[src/design/rscr_pkg.sv]
package rscr_pkg;

  // Default store depth
  localparam int unsigned MaxRecordsDef = 16;

  // Field widths
  localparam int unsigned IdW    = 16;
  localparam int unsigned ScoreW = 8;
  localparam int unsigned SumW   = 10;
  localparam int unsigned PlaceW = 5;

  // One stored record
  typedef struct packed {
    logic [IdW-1:0]    id;
    logic [ScoreW-1:0] a;
    logic [ScoreW-1:0] b;
    logic [ScoreW-1:0] c;
    logic [SumW-1:0]   sum;
  } rec_t;

  // Controller states
  typedef enum logic [2:0] {
    StIdle,
    StScan,
    StTail,
    StLoad,
    StEmit
  } state_e;

  // Commands from controller to datapath
  typedef struct packed {
    logic store;
    logic pass_start;
    logic rd;
    logic load;
    logic clear;
  } ctrl_t;

  // Status from datapath to controller
  typedef struct packed {
    logic scan_end;
    logic run_done;
  } stat_t;

endpackage

[src/design/rscr_in_if.sv]
interface rscr_in_if;
  logic                       valid;
  logic                       ready;
  logic [rscr_pkg::IdW-1:0]    record_id;
  logic [rscr_pkg::ScoreW-1:0] score_a;
  logic [rscr_pkg::ScoreW-1:0] score_b;
  logic [rscr_pkg::ScoreW-1:0] score_c;
  logic                       last;

  modport source (output valid, record_id, score_a, score_b, score_c, last, input ready);
  modport sink   (input valid, record_id, score_a, score_b, score_c, last, output ready);
endinterface

[src/design/rscr_out_if.sv]
interface rscr_out_if;
  logic                       valid;
  logic                       ready;
  logic [rscr_pkg::PlaceW-1:0] place;
  logic [rscr_pkg::IdW-1:0]    out_id;
  logic [rscr_pkg::ScoreW-1:0] out_a;
  logic [rscr_pkg::ScoreW-1:0] out_b;
  logic [rscr_pkg::ScoreW-1:0] out_c;
  logic                       overflow;
  logic                       final_res;

  modport source (output valid, place, out_id, out_a, out_b, out_c, overflow, final_res,
                  input ready);
  modport sink   (input valid, place, out_id, out_a, out_b, out_c, overflow, final_res,
                  output ready);
endinterface

[src/design/rscr_ctrl.sv]
module rscr_ctrl (
  input  logic            clk_i,
  input  logic            rst_ni,
  input  logic            in_valid_i,
  input  logic            in_last_i,
  input  logic            out_ready_i,
  input  rscr_pkg::stat_t stat_i,
  output rscr_pkg::ctrl_t cmd_o,
  output logic            in_ready_o,
  output logic            out_valid_o
);

  rscr_pkg::state_e state_q, state_d;

  // State register
  always_ff @(posedge clk_i or negedge rst_ni) begin
    if (!rst_ni) begin
      state_q <= rscr_pkg::StIdle;
    end else begin
      state_q <= state_d;
    end
  end

  // Next state
  always_comb begin
    state_d = state_q;
    unique case (state_q)
      rscr_pkg::StIdle: begin
        if (in_valid_i && in_last_i) state_d = rscr_pkg::StScan;
      end
      rscr_pkg::StScan: begin
        if (stat_i.scan_end) state_d = rscr_pkg::StTail;
      end
      rscr_pkg::StTail: state_d = rscr_pkg::StLoad;
      rscr_pkg::StLoad: state_d = rscr_pkg::StEmit;
      rscr_pkg::StEmit: begin
        if (out_ready_i) begin
          state_d = stat_i.run_done ? rscr_pkg::StIdle : rscr_pkg::StScan;
        end
      end
      default: state_d = rscr_pkg::StIdle;
    endcase
  end

  // Outputs and commands
  always_comb begin
    cmd_o       = '0;
    in_ready_o  = 1'b0;
    out_valid_o = 1'b0;
    unique case (state_q)
      rscr_pkg::StIdle: begin
        in_ready_o       = 1'b1;
        cmd_o.store      = in_valid_i;
        cmd_o.pass_start = in_valid_i && in_last_i;
      end
      rscr_pkg::StScan: cmd_o.rd = 1'b1;
      rscr_pkg::StTail: ;
      rscr_pkg::StLoad: cmd_o.load = 1'b1;
      rscr_pkg::StEmit: begin
        out_valid_o      = 1'b1;
        cmd_o.clear      = out_ready_i && stat_i.run_done;
        cmd_o.pass_start = out_ready_i && !stat_i.run_done;
      end
      default: ;
    endcase
  end

endmodule

[src/design/rscr_dpath.sv]
module rscr_dpath #(
  parameter int unsigned MAX_RECORDS = rscr_pkg::MaxRecordsDef
) (
  input  logic                         clk_i,
  input  logic                         rst_ni,
  input  rscr_pkg::ctrl_t              cmd_i,
  input  logic [rscr_pkg::IdW-1:0]     record_id_i,
  input  logic [rscr_pkg::ScoreW-1:0]  score_a_i,
  input  logic [rscr_pkg::ScoreW-1:0]  score_b_i,
  input  logic [rscr_pkg::ScoreW-1:0]  score_c_i,
  output rscr_pkg::stat_t              stat_o,
  output logic [rscr_pkg::PlaceW-1:0]  place_o,
  output logic [rscr_pkg::IdW-1:0]     out_id_o,
  output logic [rscr_pkg::ScoreW-1:0]  out_a_o,
  output logic [rscr_pkg::ScoreW-1:0]  out_b_o,
  output logic [rscr_pkg::ScoreW-1:0]  out_c_o,
  output logic                         overflow_o,
  output logic                         final_res_o
);

  localparam int unsigned IW = $clog2(MAX_RECORDS);
  localparam int unsigned CW = $clog2(MAX_RECORDS + 1);
  localparam int unsigned KW = rscr_pkg::SumW + rscr_pkg::IdW + IW;

  // Record store, arrival order
  rscr_pkg::rec_t mem [MAX_RECORDS];

  logic [CW-1:0]  count_q;
  logic           dropped_q;
  logic [IW-1:0]  rd_idx_q;
  logic [IW-1:0]  rd_addr_q;
  logic           rd_vld_q;
  rscr_pkg::rec_t rd_data_q;
  rscr_pkg::rec_t best_q;
  logic [KW-1:0]  best_key_q;
  logic           have_best_q;
  logic [KW-1:0]  prev_key_q;
  logic [rscr_pkg::SumW-1:0] prev_sum_q;
  logic [CW-1:0]  pos_q;
  logic [CW-1:0]  rank_q;
  rscr_pkg::rec_t out_rec_q;
  logic           overflow_q;
  logic           final_q;

  rscr_pkg::rec_t in_rec;
  logic           full;
  logic [KW-1:0]  cand_key;
  logic           after_prev;
  logic           better;
  logic           take;
  logic [CW-1:0]  pos_inc;

  // Incoming word with its score sum
  always_comb begin
    in_rec.id  = record_id_i;
    in_rec.a   = score_a_i;
    in_rec.b   = score_b_i;
    in_rec.c   = score_c_i;
    in_rec.sum = rscr_pkg::SumW'(score_a_i) + rscr_pkg::SumW'(score_b_i)
               + rscr_pkg::SumW'(score_c_i);
  end

  assign full = (count_q == CW'(MAX_RECORDS));

  // Store write and registered read
  always_ff @(posedge clk_i) begin
    if (cmd_i.store && !full) begin
      mem[count_q[IW-1:0]] <= in_rec;
    end
    rd_data_q <= mem[rd_idx_q];
    rd_addr_q <= rd_idx_q;
  end

  // Sort key: smaller goes first (higher sum, then lower id, then arrival)
  assign cand_key   = {~rd_data_q.sum, rd_data_q.id, rd_addr_q};
  assign after_prev = (pos_q == '0) || (cand_key > prev_key_q);
  assign better     = !have_best_q || (cand_key < best_key_q);
  assign take       = rd_vld_q && after_prev && better;
  assign pos_inc    = pos_q + CW'(1);

  // Fill count, drop flag, scan pointer, best-valid flag and output position
  always_ff @(posedge clk_i or negedge rst_ni) begin
    if (!rst_ni) begin
      count_q     <= '0;
      dropped_q   <= 1'b0;
      rd_idx_q    <= '0;
      rd_vld_q    <= 1'b0;
      have_best_q <= 1'b0;
      pos_q       <= '0;
    end else begin
      rd_vld_q <= cmd_i.rd;
      if (cmd_i.store) begin
        if (!full) count_q <= count_q + CW'(1);
        else       dropped_q <= 1'b1;
      end
      if (cmd_i.pass_start) begin
        rd_idx_q    <= '0;
        have_best_q <= 1'b0;
      end else begin
        if (cmd_i.rd) rd_idx_q <= rd_idx_q + IW'(1);
        if (take)     have_best_q <= 1'b1;
      end
      if (cmd_i.load) pos_q <= pos_inc;
      if (cmd_i.clear) begin
        count_q   <= '0;
        dropped_q <= 1'b0;
        pos_q     <= '0;
      end
    end
  end

  // Best candidate of the pass and result register
  always_ff @(posedge clk_i) begin
    if (take) begin
      best_q     <= rd_data_q;
      best_key_q <= cand_key;
    end
    if (cmd_i.load) begin
      out_rec_q  <= best_q;
      prev_key_q <= best_key_q;
      prev_sum_q <= best_q.sum;
      overflow_q <= dropped_q;
      final_q    <= (pos_inc == count_q);
      // ties keep the rank of the first of the tie
      if (pos_q == '0 || best_q.sum != prev_sum_q) rank_q <= pos_inc;
    end
  end

  assign stat_o.scan_end = (CW'(rd_idx_q) == count_q - CW'(1));
  assign stat_o.run_done = final_q;

  assign place_o     = rscr_pkg::PlaceW'(rank_q);
  assign out_id_o    = out_rec_q.id;
  assign out_a_o     = out_rec_q.a;
  assign out_b_o     = out_rec_q.b;
  assign out_c_o     = out_rec_q.c;
  assign overflow_o  = overflow_q;
  assign final_res_o = final_q;

endmodule

[src/design/record_sort_with_competition_rank.sv]
// Record sorter with competition ranking.
// in_i takes one word per record (id, three scores, last) whenever the
// block is collecting; each accepted word is stored as it is accepted, so
// records may arrive back to back. Records past MAX_RECORDS are dropped
// and the set is flagged as overflowed.
// A word with last set (stored or dropped) closes the set: in_i.ready
// falls and the stored records leave on out_o, highest score sum first,
// equal sums by ascending id, each with its competition place.
// Each result costs one scan of the store, one memory read per cycle,
// followed by the tail, load and emit states of the controller.
// A stalled result holds on out_o; the next scan starts once it is taken.
// After the word with final_res set is taken, in_i.ready returns the
// next cycle and a new set begins with an empty store.
// Reset empties the store and clears the overflow flag; no clearing
// pass is needed.
module record_sort_with_competition_rank #(
  parameter int unsigned MAX_RECORDS = rscr_pkg::MaxRecordsDef
) (
  input  logic       clk_i,
  input  logic       rst_ni,
  rscr_in_if.sink    in_i,
  rscr_out_if.source out_o
);

  rscr_pkg::ctrl_t cmd;
  rscr_pkg::stat_t stat;

  // Controller
  rscr_ctrl u_ctrl (
    .clk_i       (clk_i),
    .rst_ni      (rst_ni),
    .in_valid_i  (in_i.valid),
    .in_last_i   (in_i.last),
    .out_ready_i (out_o.ready),
    .stat_i      (stat),
    .cmd_o       (cmd),
    .in_ready_o  (in_i.ready),
    .out_valid_o (out_o.valid)
  );

  // Datapath
  rscr_dpath #(
    .MAX_RECORDS (MAX_RECORDS)
  ) u_dpath (
    .clk_i       (clk_i),
    .rst_ni      (rst_ni),
    .cmd_i       (cmd),
    .record_id_i (in_i.record_id),
    .score_a_i   (in_i.score_a),
    .score_b_i   (in_i.score_b),
    .score_c_i   (in_i.score_c),
    .stat_o      (stat),
    .place_o     (out_o.place),
    .out_id_o    (out_o.out_id),
    .out_a_o     (out_o.out_a),
    .out_b_o     (out_o.out_b),
    .out_c_o     (out_o.out_c),
    .overflow_o  (out_o.overflow),
    .final_res_o (out_o.final_res)
  );

`ifndef ASSERT_OFF
  // Collecting and emitting never overlap
  a_no_overlap: assert property (@(posedge clk_i) disable iff (!rst_ni)
    !(in_i.ready && out_o.valid))
    else $error("input ready while a result is shown");

  // A closing word stops intake
  a_last_stops: assert property (@(posedge clk_i) disable iff (!rst_ni)
    (in_i.valid && in_i.ready && in_i.last) |=> !in_i.ready)
    else $error("intake continued after the closing word");

  // Taking the final result reopens intake
  a_final_reopens: assert property (@(posedge clk_i) disable iff (!rst_ni)
    (out_o.valid && out_o.ready && out_o.final_res) |=> (in_i.ready && !out_o.valid))
    else $error("intake not reopened after the final result");
`endif

endmodule
[src/flat_wrapper.sv]
// flat-port wrapper written by rule: the top's interface ports become plain ports
module record_sort_with_competition_rank_flat 
#(
  parameter int unsigned MAX_RECORDS = rscr_pkg::MaxRecordsDef
)
  (clk_i, rst_ni, in_i_valid, in_i_record_id, in_i_score_a, in_i_score_b, in_i_score_c, in_i_last, in_i_ready, out_o_valid, out_o_place, out_o_out_id, out_o_out_a, out_o_out_b, out_o_out_c, out_o_overflow, out_o_final_res, out_o_ready);
  rscr_in_if in_i_i ();
  rscr_out_if out_o_i ();
  input  logic clk_i;
  input  logic rst_ni;
  input wire logic [$bits(in_i_i.valid)-1:0] in_i_valid;
  input wire logic [$bits(in_i_i.record_id)-1:0] in_i_record_id;
  input wire logic [$bits(in_i_i.score_a)-1:0] in_i_score_a;
  input wire logic [$bits(in_i_i.score_b)-1:0] in_i_score_b;
  input wire logic [$bits(in_i_i.score_c)-1:0] in_i_score_c;
  input wire logic [$bits(in_i_i.last)-1:0] in_i_last;
  output wire logic [$bits(in_i_i.ready)-1:0] in_i_ready;
  output wire logic [$bits(out_o_i.valid)-1:0] out_o_valid;
  output wire logic [$bits(out_o_i.place)-1:0] out_o_place;
  output wire logic [$bits(out_o_i.out_id)-1:0] out_o_out_id;
  output wire logic [$bits(out_o_i.out_a)-1:0] out_o_out_a;
  output wire logic [$bits(out_o_i.out_b)-1:0] out_o_out_b;
  output wire logic [$bits(out_o_i.out_c)-1:0] out_o_out_c;
  output wire logic [$bits(out_o_i.overflow)-1:0] out_o_overflow;
  output wire logic [$bits(out_o_i.final_res)-1:0] out_o_final_res;
  input wire logic [$bits(out_o_i.ready)-1:0] out_o_ready;
  assign in_i_i.valid = in_i_valid;
  assign in_i_i.record_id = in_i_record_id;
  assign in_i_i.score_a = in_i_score_a;
  assign in_i_i.score_b = in_i_score_b;
  assign in_i_i.score_c = in_i_score_c;
  assign in_i_i.last = in_i_last;
  assign in_i_ready = in_i_i.ready;
  assign out_o_valid = out_o_i.valid;
  assign out_o_place = out_o_i.place;
  assign out_o_out_id = out_o_i.out_id;
  assign out_o_out_a = out_o_i.out_a;
  assign out_o_out_b = out_o_i.out_b;
  assign out_o_out_c = out_o_i.out_c;
  assign out_o_overflow = out_o_i.overflow;
  assign out_o_final_res = out_o_i.final_res;
  assign out_o_i.ready = out_o_ready;
  record_sort_with_competition_rank #(.MAX_RECORDS(MAX_RECORDS)) u_core (.clk_i(clk_i), .rst_ni(rst_ni), .in_i(in_i_i), .out_o(out_o_i));
endmodule
[config.mk]
export PLATFORM = sky130hd
export DESIGN_NAME = record_sort_with_competition_rank_flat
export DESIGN_NICKNAME = d
export VERILOG_FILES = /design/src/design/rscr_pkg.sv /design/src/design/rscr_in_if.sv /design/src/design/rscr_out_if.sv /design/src/design/rscr_ctrl.sv /design/src/design/rscr_dpath.sv /design/src/design/record_sort_with_competition_rank.sv /design/src/flat_wrapper.sv
export SDC_FILE = /design/constraint.sdc
export NUM_CORES = 1
export LEC_CHECK = 0
export BUFFER_PORTS_ARGS = -buffer_cell sky130_fd_sc_hd__buf_2
export CAP_MARGIN = 20
export CORE_ASPECT_RATIO = 0.5
export CORE_MARGIN = 2
export CORE_UTILIZATION = 30
export DETAILED_ROUTE_END_ITERATION = 7
export PLACE_DENSITY_LB_ADDON = 0.15
export SLEW_MARGIN = 20
export SYNTH_ARGS = -nofsm -noshare
export SYNTH_HDL_FRONTEND = slang
export SYNTH_SLANG_ARGS = --single-unit
[constraint.sdc]
create_clock -name clk_i -period 9.9 [get_ports clk_i]
set_input_delay 0.495 -clock clk_i [delete_from_list [all_inputs] [get_ports clk_i]]
set_output_delay 0.495 -clock clk_i [all_outputs]
set_load 0.01 [all_outputs]
==> flow_summary.toml <==
[sta]
max_slew_margin = 0.263
period_needed_ns = 3.47
layout_setup_ws_ns = 6.43
max_freq_mhz = 288
setup_viol = 0
worst_slew_pin_slew_ns = 1.11
hold_violations = 0
slew_viol_final = 0
rsz0062_at_grt = "false"
fin_tns_setup_ns = 0
fin_crit_sh = 0.351
hold_ws_ns = 0.179
fin_worst_skew_ns = 0.0261

[clock_tree]
cts_setup_buffers = 0
ctsHoldBuffers = 2
cts_htree_levels = 3
clock_latency_ns = 0.69
cts_resized = 0
cts_root_buf = "clkbuf_16"
cts.reportedPaths.clkPinSlew_ns = 0.07
ctsLongestPathBuffers = 3
cts_tree = "yes"
numCtsBuffers = 97
cts_sinks = 1009

[routing]
wl_per_cell_um = 25.1
drt-initial-drc-count = 1465
avgViaCountPerCell = 4.71
wl_met3_um = 3440
drc = 0
drt.antenna.violating_nets = 0
top_layer = "met5"
drt-met1-wl_um = 46400
met2_length_um = 41900
dr.pass1.iters = 7
wl_um = 93400
vias = 17500

[global_routing]
grtUsageTotal = 0.141
grt_pass1_vias = 18200
grt_overflow = 0
grt_pass1_wl_um = 134000
grt_max_degree = 90
grt_antenna_before_repair = 6

[finish]
stdcell_count = 3718
stdcell_area_um2 = 44500
final_nets = 2053
final_common_cell = "edfxtp_1"
final_cell_mix = "935 x edfxtp_1, 250 x mux4_2, 101 x clkbuf_16"
utilization = 0.347
layout-drive-gt1-share = 0.273
area_growth_pct = 14.8

[synth]
syn_avg_cell_area_um2 = 21.8
synth_edf_count = 935
synth_cell_types = 51
yosysSeqAreaShare = 0.764
synthFlopType = "edfxtp_1"
ys_warn_count = 0
synth_nets = 1905
syn_area_um2 = 38800
async_flop_share = 0.0198
synth_cells = 1776
synth-seq-cells = 1009

[min_path]
hold_class = "in -> reg"

[floorplan]
die_w_um = 513
die_area_um2 = 132000
boundaryPins = 94
rows = 93
core_um2 = 128000
die_h_um = 258
initial_core_util = 0.302

[critical_path]
worstSetupPathType = "reg -> reg"
arrival_ns = 3.78
cp-end-kind = "register"
start_kind = "register"
critPathMaxFanout = 28
required_ns = 10.21

[place]
io_buffer_count = 93
hpwl_um = 49500
place_ws_ns = 5.46
place_inst = 3533
placed_area_um2 = 41300
routabilityCongestion = 0.713

[power]
pwr_density_cell_nw_per_um2 = 280
p_total_mw = 12.5
peakVddDrop_mv = 0.195
p_leak_nw = 14.5

[run_status]
outcome = "complete, no violations"

[job]
max-cap-violations = 0
final cells by class:
class,count,area [um^2]
inverter,90,340
timing repair buffer,130,773
multi-input combinational,596,8430
clock buffer,135,2710
tap,1710,2140
antenna,2,5.00
fill,12000,83900
clock inverter,46,460
sequential,1009,29700
critical path, stage by stage (launching register included):
cell	delay (ns)
dfrtp_1	0.54
inv_1	0.11
ha_1	0.30
and4bb_2	0.28
and2b_1	0.30
nor3b_2	0.32
and2_4	0.58
buf_4	0.62
power breakdown:
group	internal, mW	switching (mW)
sequential	5.37	0.378
combinational	1.39	1.61
clock	2.10	1.61
cells by family after synthesis:
logic type,Yosys count,share of synthesized area
compound gates,86,0.0136
xor+xnor,44,0.00993
fa+ha+maj,84,0.0275
buf+inv,171,0.0211
flops,1009,0.764
mux,252,0.146
simple gates,130,0.0177
path summary, 6_finish.rpt:
| path | startpoint | endpoint | slack [ns] | depth (start not counted) |
|---|---|---|---|---|
| max reg2reg | u_core.u_dpath.count_q[0] | u_core.u_dpath.mem[2][41] | 6.43 | 7 |
| max in group asynchronous | rst_ni | u_core.u_dpath.rd_idx_q[0] | 9.16 | 2 |
| max | u_core.u_dpath.count_q[0] | u_core.u_dpath.mem[2][41] | 6.43 | 7 |
| min in group asynchronous | rst_ni | u_core.u_dpath.pos_q[4] | 0.34 | 2 |
| min reg2reg | u_core.u_dpath.rd_data_q[15] | u_core.u_dpath.best_q[15] | 0.40 | 0 |
| min | in_i_record_id[7] | u_core.u_dpath.mem[13][41] | 0.18 | 1 |
sequential cells by signal, summed over array words and instances, names as in the netlist, 10 cells and up:
register                   flops
u_core.u_dpath.best_q         49
u_core.u_dpath.prev_sum_q     10
u_core.u_dpath.mem           800
u_core.u_dpath.best_key_q     15
u_core.u_dpath.rd_data_q      34
u_core.u_dpath.prev_key_q     30
u_core.u_dpath.cand_key       16
per-layer routing:
metal | GRT usage | vias up
met5 | 0 | -
met4 | 0.0312 | 4
met3 | 0.0242 | 114
met2 | 0.211 | 294
met1 | 0.215 | 9547
li1 | - | 7543
synthesized netlist by cell type, types with 9 or more instances:
library cell,number,area (um^2)
mux4_2,250,5630
buf_4,27,203
dfxtp_1,54,1080
buf_1,9,33.8
inv_1,90,338
clkbuf_1,29,109
dfrtp_1,20,500
a21oi_1,34,170
buf_6,9,101
nand4_1,13,81.3
a21o_1,12,90.1
xor2_1,22,193
and2_1,10,62.6
o21ai_0,16,80.1
ha_1,82,1030
nand3_1,12,60.1
xnor2_1,22,193
nor3_1,12,60.1
nand2_1,24,90.1
edfxtp_1,935,28100
nor2_1,28,105
Note: power is estimated with default switching activity, not from simulation.
